`config.mk`:
```
export PLATFORM = sky130hd
export DESIGN_NAME = lfu_page_replacement_core
export DESIGN_NICKNAME = d
export VERILOG_FILES = /design/src/rtl/lfu_prc_pkg.sv /design/src/rtl/lfu_prc_count_mem.sv /design/src/rtl/lfu_prc_frame_table.sv /design/src/rtl/lfu_prc_ctrl.sv /design/src/rtl/lfu_page_replacement_core.sv
export SDC_FILE = /design/constraint.sdc
export NUM_CORES = 2
export LEC_CHECK = 0
export ABC_AREA = 1
export BUFFER_PORTS_ARGS = -buffer_cell sky130_fd_sc_hd__buf_4
export CAP_MARGIN = 20
export CELL_PAD_IN_SITES_DETAIL_PLACEMENT = 0
export CELL_PAD_IN_SITES_GLOBAL_PLACEMENT = 1
export CORE_MARGIN = 8
export CORE_UTILIZATION = 55
export CTS_CLUSTER_SIZE = 25
export DETAILED_ROUTE_END_ITERATION = 7
export HOLD_SLACK_MARGIN = 0.15
export PLACE_DENSITY = 0.87
export SLEW_MARGIN = 20
export SYNTH_ARGS = -nofsm -noshare
export SYNTH_HDL_FRONTEND = slang
export SYNTH_SLANG_ARGS = --single-unit
```
`constraint.sdc`:
```
create_clock -name clk -period 13.6 [get_ports clk]
set_input_delay 0.68 -clock clk [delete_from_list [all_inputs] [get_ports clk]]
set_output_delay 0.68 -clock clk [all_outputs]
set_load 0.05 [all_outputs]
```
`src/rtl/lfu_prc_pkg.sv`:
```
package lfu_prc_pkg;

	localparam int FRAMES      = 8;
	localparam int PAGE_W      = 7;
	localparam int PAGES       = 1 << PAGE_W;
	localparam int COUNT_WIDTH = 16;
	localparam int CFG_W       = 4;
	localparam int FRAME_IDX_W = (FRAMES > 1) ? $clog2(FRAMES) : 1;
	localparam int ACT_W       = $clog2(FRAMES + 1);

	typedef logic [PAGE_W-1:0]      page_t;
	typedef logic [COUNT_WIDTH-1:0] count_t;
	typedef logic [FRAME_IDX_W-1:0] frame_idx_t;
	typedef logic [ACT_W-1:0]       act_t;
	typedef logic [CFG_W-1:0]       cfg_t;

	localparam cfg_t   FRAMES_RESET = CFG_W'(3);
	localparam count_t COUNT_MAX    = '1;

	typedef enum logic [2:0] {
		ST_CLEAR,
		ST_IDLE,
		ST_LOOKUP,
		ST_SCAN,
		ST_SCAN_END,
		ST_REPLACE,
		ST_CNT_WR,
		ST_DONE
	} state_t;

	// parallel lookup over the active frames
	typedef struct packed {
		logic       hit;
		logic       empty_found;
		frame_idx_t empty_idx;
	} lookup_t;

	typedef struct packed {
		logic       en;
		frame_idx_t idx;
		page_t      page;
	} frame_wr_t;

	typedef struct packed {
		logic   re;
		page_t  raddr;
		logic   we;
		page_t  waddr;
		count_t wdata;
	} cnt_req_t;

	// zero acts as one, above the frame count acts as the frame count
	function automatic act_t active_frames(cfg_t cfg);
		act_t n;
		if (cfg == '0) begin
			n = ACT_W'(1);
		end else if (int'(cfg) > FRAMES) begin
			n = ACT_W'(FRAMES);
		end else begin
			n = ACT_W'(cfg);
		end
		return n;
	endfunction

	function automatic count_t sat_inc(count_t c);
		return (c == COUNT_MAX) ? c : c + COUNT_WIDTH'(1);
	endfunction

endpackage

```
`src/rtl/lfu_prc_count_mem.sv`:
```
module lfu_prc_count_mem (
	input  logic                  clk,
	input  lfu_prc_pkg::cnt_req_t req,
	output lfu_prc_pkg::count_t   rdata_q
);
	import lfu_prc_pkg::*;

	count_t mem [PAGES];

	always_ff @(posedge clk) begin
		if (req.we) begin
			mem[req.waddr] <= req.wdata;
		end
		if (req.re) begin
			rdata_q <= mem[req.raddr];
		end
	end

endmodule

```
`src/rtl/lfu_prc_frame_table.sv`:
```
module lfu_prc_frame_table (
	input  logic                    clk,
	input  logic                    arst_n,
	input  lfu_prc_pkg::page_t      lookup_page,
	input  lfu_prc_pkg::act_t       active,
	input  lfu_prc_pkg::frame_wr_t  wr,
	input  lfu_prc_pkg::frame_idx_t rd_idx,
	output lfu_prc_pkg::page_t      rd_page,
	output lfu_prc_pkg::lookup_t    lookup
);
	import lfu_prc_pkg::*;

	logic  valid_q [FRAMES];
	page_t page_q  [FRAMES];

	always_ff @(posedge clk or negedge arst_n) begin
		if (!arst_n) begin
			for (int j = 0; j < FRAMES; j++) begin
				valid_q[j] <= 1'b0;
			end
		end else if (wr.en) begin
			valid_q[wr.idx] <= 1'b1;
		end
	end

	always_ff @(posedge clk) begin
		if (wr.en) begin
			page_q[wr.idx] <= wr.page;
		end
	end

	// hit compare and lowest empty frame, active frames only
	always_comb begin
		lookup = '0;
		for (int j = 0; j < FRAMES; j++) begin
			if (ACT_W'(j) < active) begin
				if (valid_q[j] && (page_q[j] == lookup_page)) begin
					lookup.hit = 1'b1;
				end
				if (!valid_q[j] && !lookup.empty_found) begin
					lookup.empty_found = 1'b1;
					lookup.empty_idx   = FRAME_IDX_W'(j);
				end
			end
		end
	end

	assign rd_page = page_q[rd_idx];

endmodule

```
`src/rtl/lfu_prc_ctrl.sv`:
```
module lfu_prc_ctrl (
	input  logic                    clk,
	input  logic                    arst_n,
	input  logic                    in_valid,
	output logic                    in_stall,
	input  lfu_prc_pkg::page_t      page,
	output logic                    out_valid,
	input  logic                    out_stall,
	output logic                    hit,
	input  lfu_prc_pkg::act_t       active,
	output lfu_prc_pkg::page_t      lookup_page,
	input  lfu_prc_pkg::lookup_t    lookup,
	output lfu_prc_pkg::frame_wr_t  frame_wr,
	output lfu_prc_pkg::frame_idx_t rd_idx,
	input  lfu_prc_pkg::page_t      rd_page,
	output lfu_prc_pkg::cnt_req_t   cnt_req,
	input  lfu_prc_pkg::count_t     cnt_rdata
);
	import lfu_prc_pkg::*;

	state_t     state_q, state_d;
	page_t      clr_q;
	page_t      page_q;
	logic       res_hit_q;
	frame_idx_t scan_idx_q;
	logic       cmp_vld_s1;
	frame_idx_t cmp_idx_s1;
	count_t     best_q;
	frame_idx_t victim_q;
	logic       have_q;
	logic       out_valid_q;
	logic       out_hit_q;
	logic       out_free;

	assign out_free    = !out_valid_q || !out_stall;
	assign lookup_page = page_q;
	assign out_valid   = out_valid_q;
	assign hit         = out_hit_q;

	always_comb begin
		state_d = state_q;
		case (state_q)
			ST_CLEAR: begin
				if (clr_q == PAGE_W'(PAGES - 1)) begin
					state_d = ST_IDLE;
				end
			end
			ST_IDLE: begin
				if (in_valid) begin
					state_d = ST_LOOKUP;
				end
			end
			ST_LOOKUP: begin
				state_d = (lookup.hit || lookup.empty_found) ? ST_CNT_WR : ST_SCAN;
			end
			ST_SCAN: begin
				if ((ACT_W'(scan_idx_q) + ACT_W'(1)) == active) begin
					state_d = ST_SCAN_END;
				end
			end
			ST_SCAN_END: state_d = ST_REPLACE;
			ST_REPLACE:  state_d = ST_CNT_WR;
			ST_CNT_WR:   state_d = ST_DONE;
			ST_DONE: begin
				if (out_free) begin
					state_d = ST_IDLE;
				end
			end
			default: state_d = ST_IDLE;
		endcase
	end

	always_comb begin
		in_stall = 1'b1;
		frame_wr = '0;
		cnt_req  = '0;
		rd_idx   = scan_idx_q;
		case (state_q)
			ST_CLEAR: begin
				cnt_req.we    = 1'b1;
				cnt_req.waddr = clr_q;
				cnt_req.wdata = '0;
			end
			ST_IDLE: begin
				in_stall = 1'b0;
			end
			ST_LOOKUP: begin
				if (lookup.hit) begin
					cnt_req.re    = 1'b1;
					cnt_req.raddr = page_q;
				end else if (lookup.empty_found) begin
					frame_wr.en   = 1'b1;
					frame_wr.idx  = lookup.empty_idx;
					frame_wr.page = page_q;
					cnt_req.re    = 1'b1;
					cnt_req.raddr = page_q;
				end
			end
			ST_SCAN: begin
				cnt_req.re    = 1'b1;
				cnt_req.raddr = rd_page;
			end
			ST_REPLACE: begin
				frame_wr.en   = 1'b1;
				frame_wr.idx  = victim_q;
				frame_wr.page = page_q;
				cnt_req.re    = 1'b1;
				cnt_req.raddr = page_q;
			end
			ST_CNT_WR: begin
				cnt_req.we    = 1'b1;
				cnt_req.waddr = page_q;
				cnt_req.wdata = sat_inc(cnt_rdata);
			end
			default: begin
				in_stall = 1'b1;
			end
		endcase
	end

	always_ff @(posedge clk or negedge arst_n) begin
		if (!arst_n) begin
			state_q     <= ST_CLEAR;
			clr_q       <= '0;
			cmp_vld_s1  <= 1'b0;
			have_q      <= 1'b0;
			out_valid_q <= 1'b0;
		end else begin
			state_q    <= state_d;
			cmp_vld_s1 <= (state_q == ST_SCAN);
			if (state_q == ST_CLEAR) begin
				clr_q <= clr_q + PAGE_W'(1);
			end
			if (state_q == ST_LOOKUP) begin
				have_q <= 1'b0;
			end else if (cmp_vld_s1) begin
				have_q <= 1'b1;
			end
			if ((state_q == ST_DONE) && out_free) begin
				out_valid_q <= 1'b1;
			end else if (!out_stall) begin
				out_valid_q <= 1'b0;
			end
		end
	end

	always_ff @(posedge clk) begin
		cmp_idx_s1 <= scan_idx_q;
		if ((state_q == ST_IDLE) && in_valid) begin
			page_q <= page;
		end
		if (state_q == ST_LOOKUP) begin
			res_hit_q  <= lookup.hit;
			scan_idx_q <= '0;
		end else if (state_q == ST_SCAN) begin
			scan_idx_q <= scan_idx_q + FRAME_IDX_W'(1);
		end
		// strict less-than keeps the lowest frame on ties
		if (cmp_vld_s1 && (!have_q || (cnt_rdata < best_q))) begin
			best_q   <= cnt_rdata;
			victim_q <= cmp_idx_s1;
		end
		if ((state_q == ST_DONE) && out_free) begin
			out_hit_q <= res_hit_q;
		end
	end

endmodule

```
`src/rtl/lfu_page_replacement_core.sv`:
```
// channel  | handshake               | payload
// ---------+-------------------------+--------------------------
// in       | in_valid / in_stall     | page [6:0]
// out      | out_valid / out_stall   | hit
// cfg      | cfg_we (write only)     | cfg_data [3:0] frames_in_use
//
// hit: accept, lookup with count read, count write, result load
// miss into an empty frame: same steps, frame written at lookup; miss with all active
// frames full: victim walk with one count memory read per frame walked, then replace
// the sequencer gives the count memory at most one access per cycle, read or write
// after reset a clearing pass writes zero to all 128 counts, in_stall high
// the result sits in an output register; a stalled result only holds off
// the final load, the next transfer in can still be taken
module lfu_page_replacement_core (
	input  logic                 clk,
	input  logic                 arst_n,
	input  logic                 in_valid,
	output logic                 in_stall,
	input  lfu_prc_pkg::page_t   page,
	output logic                 out_valid,
	input  logic                 out_stall,
	output logic                 hit,
	input  logic                 cfg_we,
	input  lfu_prc_pkg::cfg_t    cfg_data
);
	import lfu_prc_pkg::*;

	cfg_t       frames_q;
	act_t       active;
	page_t      lookup_page;
	lookup_t    lookup;
	frame_wr_t  frame_wr;
	frame_idx_t rd_idx;
	page_t      rd_page;
	cnt_req_t   cnt_req;
	count_t     cnt_rdata;

	// frames_in_use register, clamped to 1..FRAMES on use
	always_ff @(posedge clk or negedge arst_n) begin
		if (!arst_n) begin
			frames_q <= FRAMES_RESET;
		end else if (cfg_we) begin
			frames_q <= cfg_data;
		end
	end

	assign active = active_frames(frames_q);

	// sequencer: lookup, victim walk, count read-modify-write
	lfu_prc_ctrl u_ctrl (
		.clk         (clk),
		.arst_n      (arst_n),
		.in_valid    (in_valid),
		.in_stall    (in_stall),
		.page        (page),
		.out_valid   (out_valid),
		.out_stall   (out_stall),
		.hit         (hit),
		.active      (active),
		.lookup_page (lookup_page),
		.lookup      (lookup),
		.frame_wr    (frame_wr),
		.rd_idx      (rd_idx),
		.rd_page     (rd_page),
		.cnt_req     (cnt_req),
		.cnt_rdata   (cnt_rdata)
	);

	// resident pages with parallel compare
	lfu_prc_frame_table u_frames (
		.clk         (clk),
		.arst_n      (arst_n),
		.lookup_page (lookup_page),
		.active      (active),
		.wr          (frame_wr),
		.rd_idx      (rd_idx),
		.rd_page     (rd_page),
		.lookup      (lookup)
	);

	// per-page access counts, registered read data
	lfu_prc_count_mem u_counts (
		.clk     (clk),
		.req     (cnt_req),
		.rdata_q (cnt_rdata)
	);

endmodule

```
==> flow_summary_export.csv <==
group,metric,value,unit
status,status,"finished clean",
global_route,grt_pass1_wl,412000,um
global_route,grt_pass1_vias,64100,
power_and_ir_drop,p_leak,42.5,nW
critical_path,worst_path_dominant_cell_family,"simple AND/OR/NAND/NOR gates",
detailed_routing,drc,0,
timing,final-max-slew-violation-count,0,
clocking,path_clk_slew,60,ps
synthesis,syn-num-nets,9081,
timing,fmax,138,MHz
critical_path,cpMostUsedCell,"nand2_1",
clocking,cts_tree,"done",
die,die_w,437,um
detailed_routing,via_count,67800,
global_route,grt_usage,28.2,%
timing,period_share,53.3,%
timing,finalCriticalPeriod,7250,ps
synthesis,synth_area_leaders,"edfxtp_1 66%, nand3_1 11%, nand2_1 5.9%",
place,dp_cells,11100,
critical_path,crit_type,"reg -> reg",
synthesis,ys_types,46,
critical_path,worst_setup_path_end_kind,"flip-flop",
detailed_routing,detail_route.first_pass.iterations,6,
critical_path,critPathMaxStageDelay,910,ps
synthesis,async_flop_share,1.15,%
critical_path,r2r_setup_slack,6350,ps
finish,layout.nets,9006,
synthesis,post-synth-top-area-cell,"edfxtp_1",
critical_path,crit_path_cell_trace,"inv_1 > nand2_1 > nand2_1 > nand2_1 > nor2_1 > nand2_1 > nand3_1 > nor2_4 > nand2_2 > nand2_1 > nand3_4 > nand2_8 > buf_4 > buf_4 > buf_4 > nand2_1 > nand3_1 > nand3_1 > nand3_1 > nand3_1 > nand3_1 > nand2_1 > nand2_1 > nand2_1",
place,dpl.hpwl,150000,um
detailed_routing,vias_per_cell,5.90,
synthesis,synth_area,97700,um2
global_route,grt_max_degree,215,
critical_path,crit_required,14210,ps
die,die_area,191000,um2
clocking,clk_latency,860,ps
min_path,hp-class,"in -> async",
die,die_h,437,um
finish,finalNonFillerCells,11500,
detailed_routing,wl,278000,um
detailed_routing,drt_iter0_drc,9622,
synthesis,synth_seq_cells,2182,
die,rows,154,
synthesis,synth_edf_count,2148,
critical_path,arrival,7850,ps
critical_path,rr_worst_depth,24,
power_and_ir_drop,p_per_area,228,nW/um2
detailed_routing,ant_nets,0,
timing,clock_skew,33.9,ps
synthesis,synth_top_area_share,66.0,%
die,initial_utilization,55.4,%
detailed_routing,wl_per_cell,24.2,um
critical_path,r2r_start,"u_ctrl.lookup_page[2]$_DFFE_PP_",
clocking,clock_sinks,2182,
global_route,overflow,0,
timing,tightest_slew,1170,ps
place,routabilityCongestion,0.869,
critical_path,regToRegEndpoint,"u_counts.rdata_q[12]$_DFFE_PP_",
synthesis,synth_warnings,0,
synthesis,synth_cells,9047,
synthesis,ys_seq_area_share,66.8,%
critical_path,crit_buf_inv,4,
timing,maxSlewHeadroom,21.5,%
flow_run,cap_viol_max_count,0,
clocking,htree_levels,4,
synthesis,synth.avg_cell_area,10.8,um2
timing,rsz0062_at_grt,"false",
clocking,cts_resized,0,
clocking,numCtsBuffers,221,
timing,timing.final.ws_setup,6350,ps
timing,whs,292,ps
critical_path,slowest_stage,"buf_4",
timing,setup_viol,0,
global_route,antenna_found_initial,2,
synthesis,ys_dominant_reg_cell,"edfxtp_1",
timing,hold_viol_final,0,
power_and_ir_drop,vdd_drop_max,0.259,mV
clocking,clockBufferDepth,3,
die,ios,19,
clocking,cts_root_buf,"clkbuf_16",
finish,syn_to_final_growth,9.49,%
die,coreArea,176000,um2
finish,drive_above_1_share,6.46,%
critical_path,worstPathMaxFanout,90,
critical_path,start_kind,"flip-flop",
place,dp_slack,6440,ps
timing,fin_tns_setup,0,ps
place,portBuffers,18,
-- how the worst max path moves through the flow --
stage	startpoint	endpoint	slack [ps]	depth (start not counted)
2_1_floorplan	u_counts.rdata_q[1]$_DFFE_PP_	u_counts.mem[0][6]$_DFFE_PP_	6210	7
3_3_place_gp	u_ctrl.lookup_page[2]$_DFFE_PP_	u_counts.rdata_q[11]$_DFFE_PP_	6480	24
3_5_place_dp	u_ctrl.lookup_page[2]$_DFFE_PP_	u_counts.rdata_q[12]$_DFFE_PP_	6440	24
4_1_cts	u_ctrl.lookup_page[2]$_DFFE_PP_	u_counts.rdata_q[11]$_DFFE_PP_	6430	24
5_1_grt	u_ctrl.lookup_page[2]$_DFFE_PP_	u_counts.rdata_q[11]$_DFFE_PP_	5860	24
6_report	u_ctrl.lookup_page[2]$_DFFE_PP_	u_counts.rdata_q[12]$_DFFE_PP_	6350	24
-- what timing repair did --
item,4_1_cts,5_1_grt
hold buffers,14,0
hold endpoints to repair,38,0
buffers inserted,0,0
-- metal layers --
metal  vias to the layer above  GRT usage (%)  share of wire (%)
met5                         -              0                  0
met4                         0           10.2                3.8
met3                       601           5.25                 10
met2                      3768           44.3                 46
met1                     32900           39.7                 40
li1                      30500              -                  -
-- layout make-up --
cell class                      instances  area (um2)
Clock inverter                        116         933
Multi-Input combinational cell       4794       24200
Inverter                             1513        5720
Tap cell                             2340        2930
Antenna cell                            1        2.50
Timing Repair Buffer                  260        2070
Fill cell                           13900       69300
Clock buffer                          289        5840
Sequential cell                      2182       65300
-- power by group --
group / total (W) / switching [W] / leakage [nW] / internal (W)
registers: 0.00804 / 0.000151 / 20.3 / 0.00789
clock network: 0.00581 / 0.00255 / 3.31 / 0.00327
logic: 0.0106 / 0.00793 / 18.9 / 0.00263
total: 0.0244 / 0.0106 / 42.5 / 0.0138
-- state kept, by name, summed over array words and instances, names as in the netlist, named ones only --
name and flops:
frames_q 4, u_counts.mem 2048, u_counts.rdata_q 16, u_ctrl.best_q 16, u_ctrl.clr_q 7, u_ctrl.cmp_idx_s1 3
u_ctrl.cmp_vld_s1 1, u_ctrl.have_q 1, u_ctrl.hit 1, u_ctrl.lookup_page 7, u_ctrl.out_valid 1, u_ctrl.rd_idx 3
u_ctrl.res_hit_q 1, u_ctrl.state_q 3, u_ctrl.victim_q 3, u_frames.page_q 56, u_frames.valid_q 8
-- synth_stat cells (5+ instances only) --
| cell type | count |
|---|---|
| a21oi_1 | 44 |
| a31oi_1 | 5 |
| buf_1 | 33 |
| buf_2 | 320 |
| buf_4 | 67 |
| buf_6 | 9 |
| clkbuf_1 | 129 |
| dfrtp_1 | 23 |
| dfxtp_1 | 9 |
| edfxtp_1 | 2148 |
| ha_1 | 18 |
| inv_1 | 1502 |
| inv_2 | 10 |
| nand2_1 | 1528 |
| nand3_1 | 2140 |
| nand3b_1 | 674 |
| nand4_1 | 10 |
| nor2_1 | 210 |
| nor3_1 | 11 |
| o211ai_1 | 25 |
| o21ai_0 | 63 |
| o21ai_1 | 6 |
| o22ai_1 | 8 |
| xnor2_1 | 12 |
| xor2_1 | 15 |
-- kinds of logic (layout without fill, tap and decap cells) --
group                      count (synthesis)  after routing  synth area share (%)
AOI/OAI and AO/OA                        163            163                 0.955
xor gates and xnor gates                  27             27                 0.242
adders and majority gates                 18             18                 0.230
buffers and inverters                   2071           2178                  8.69
DFF                                     2182           2182                  66.8
muxes                                      1              1                0.0115
other                                      0              1                     0
and+or+nand+nor                         4585           4585                  23.0
-- placed cells by master (no fill, tap or decap), drive strengths merged, types with 5 or more instances in the layout --
cell,count
nor3,11
dfrtp,23
clkbuf,289
o21ai,69
clkinv,97
inv,1517
bufinv,14
nand3b,674
o22ai,8
nor2,213
xor2,15
edfxtp,2148
nand3,2141
dlygate4sd3,14
a21oi,44
nand2,1532
o211ai,25
a31oi,5
xnor2,12
ha,18
nand4,10
buf,246
dfxtp,9
-- through the flow --
step           area [um2]  power [W]  util (%)
6_report           107000     0.0244      60.7
5_1_grt            107000     0.0255      60.7
4_1_cts            107000     0.0243      60.7
3_5_place_dp       100000     0.0185      56.7
3_3_place_gp       100000     0.0184      56.7
2_1_floorplan       97700     0.0149         -
-- worst reg2reg max path, stage by stage, from the launching register on --
cell and delay (ps):
edfxtp_1 770, inv_1 310, nand2_1 130, nand2_1 80, nand2_1 70, nor2_1 40
nand2_1 60, nand3_1 130, nor2_4 170, nand2_2 110, nand2_1 110, nand3_4 700
nand2_8 750, buf_4 710, buf_4 940, buf_4 880, nand2_1 170, nand3_1 120
nand3_1 90, nand3_1 140, nand3_1 200, nand3_1 150, nand2_1 60, nand2_1 60
nand2_1 60
Power figures use the tool's default switching activity.
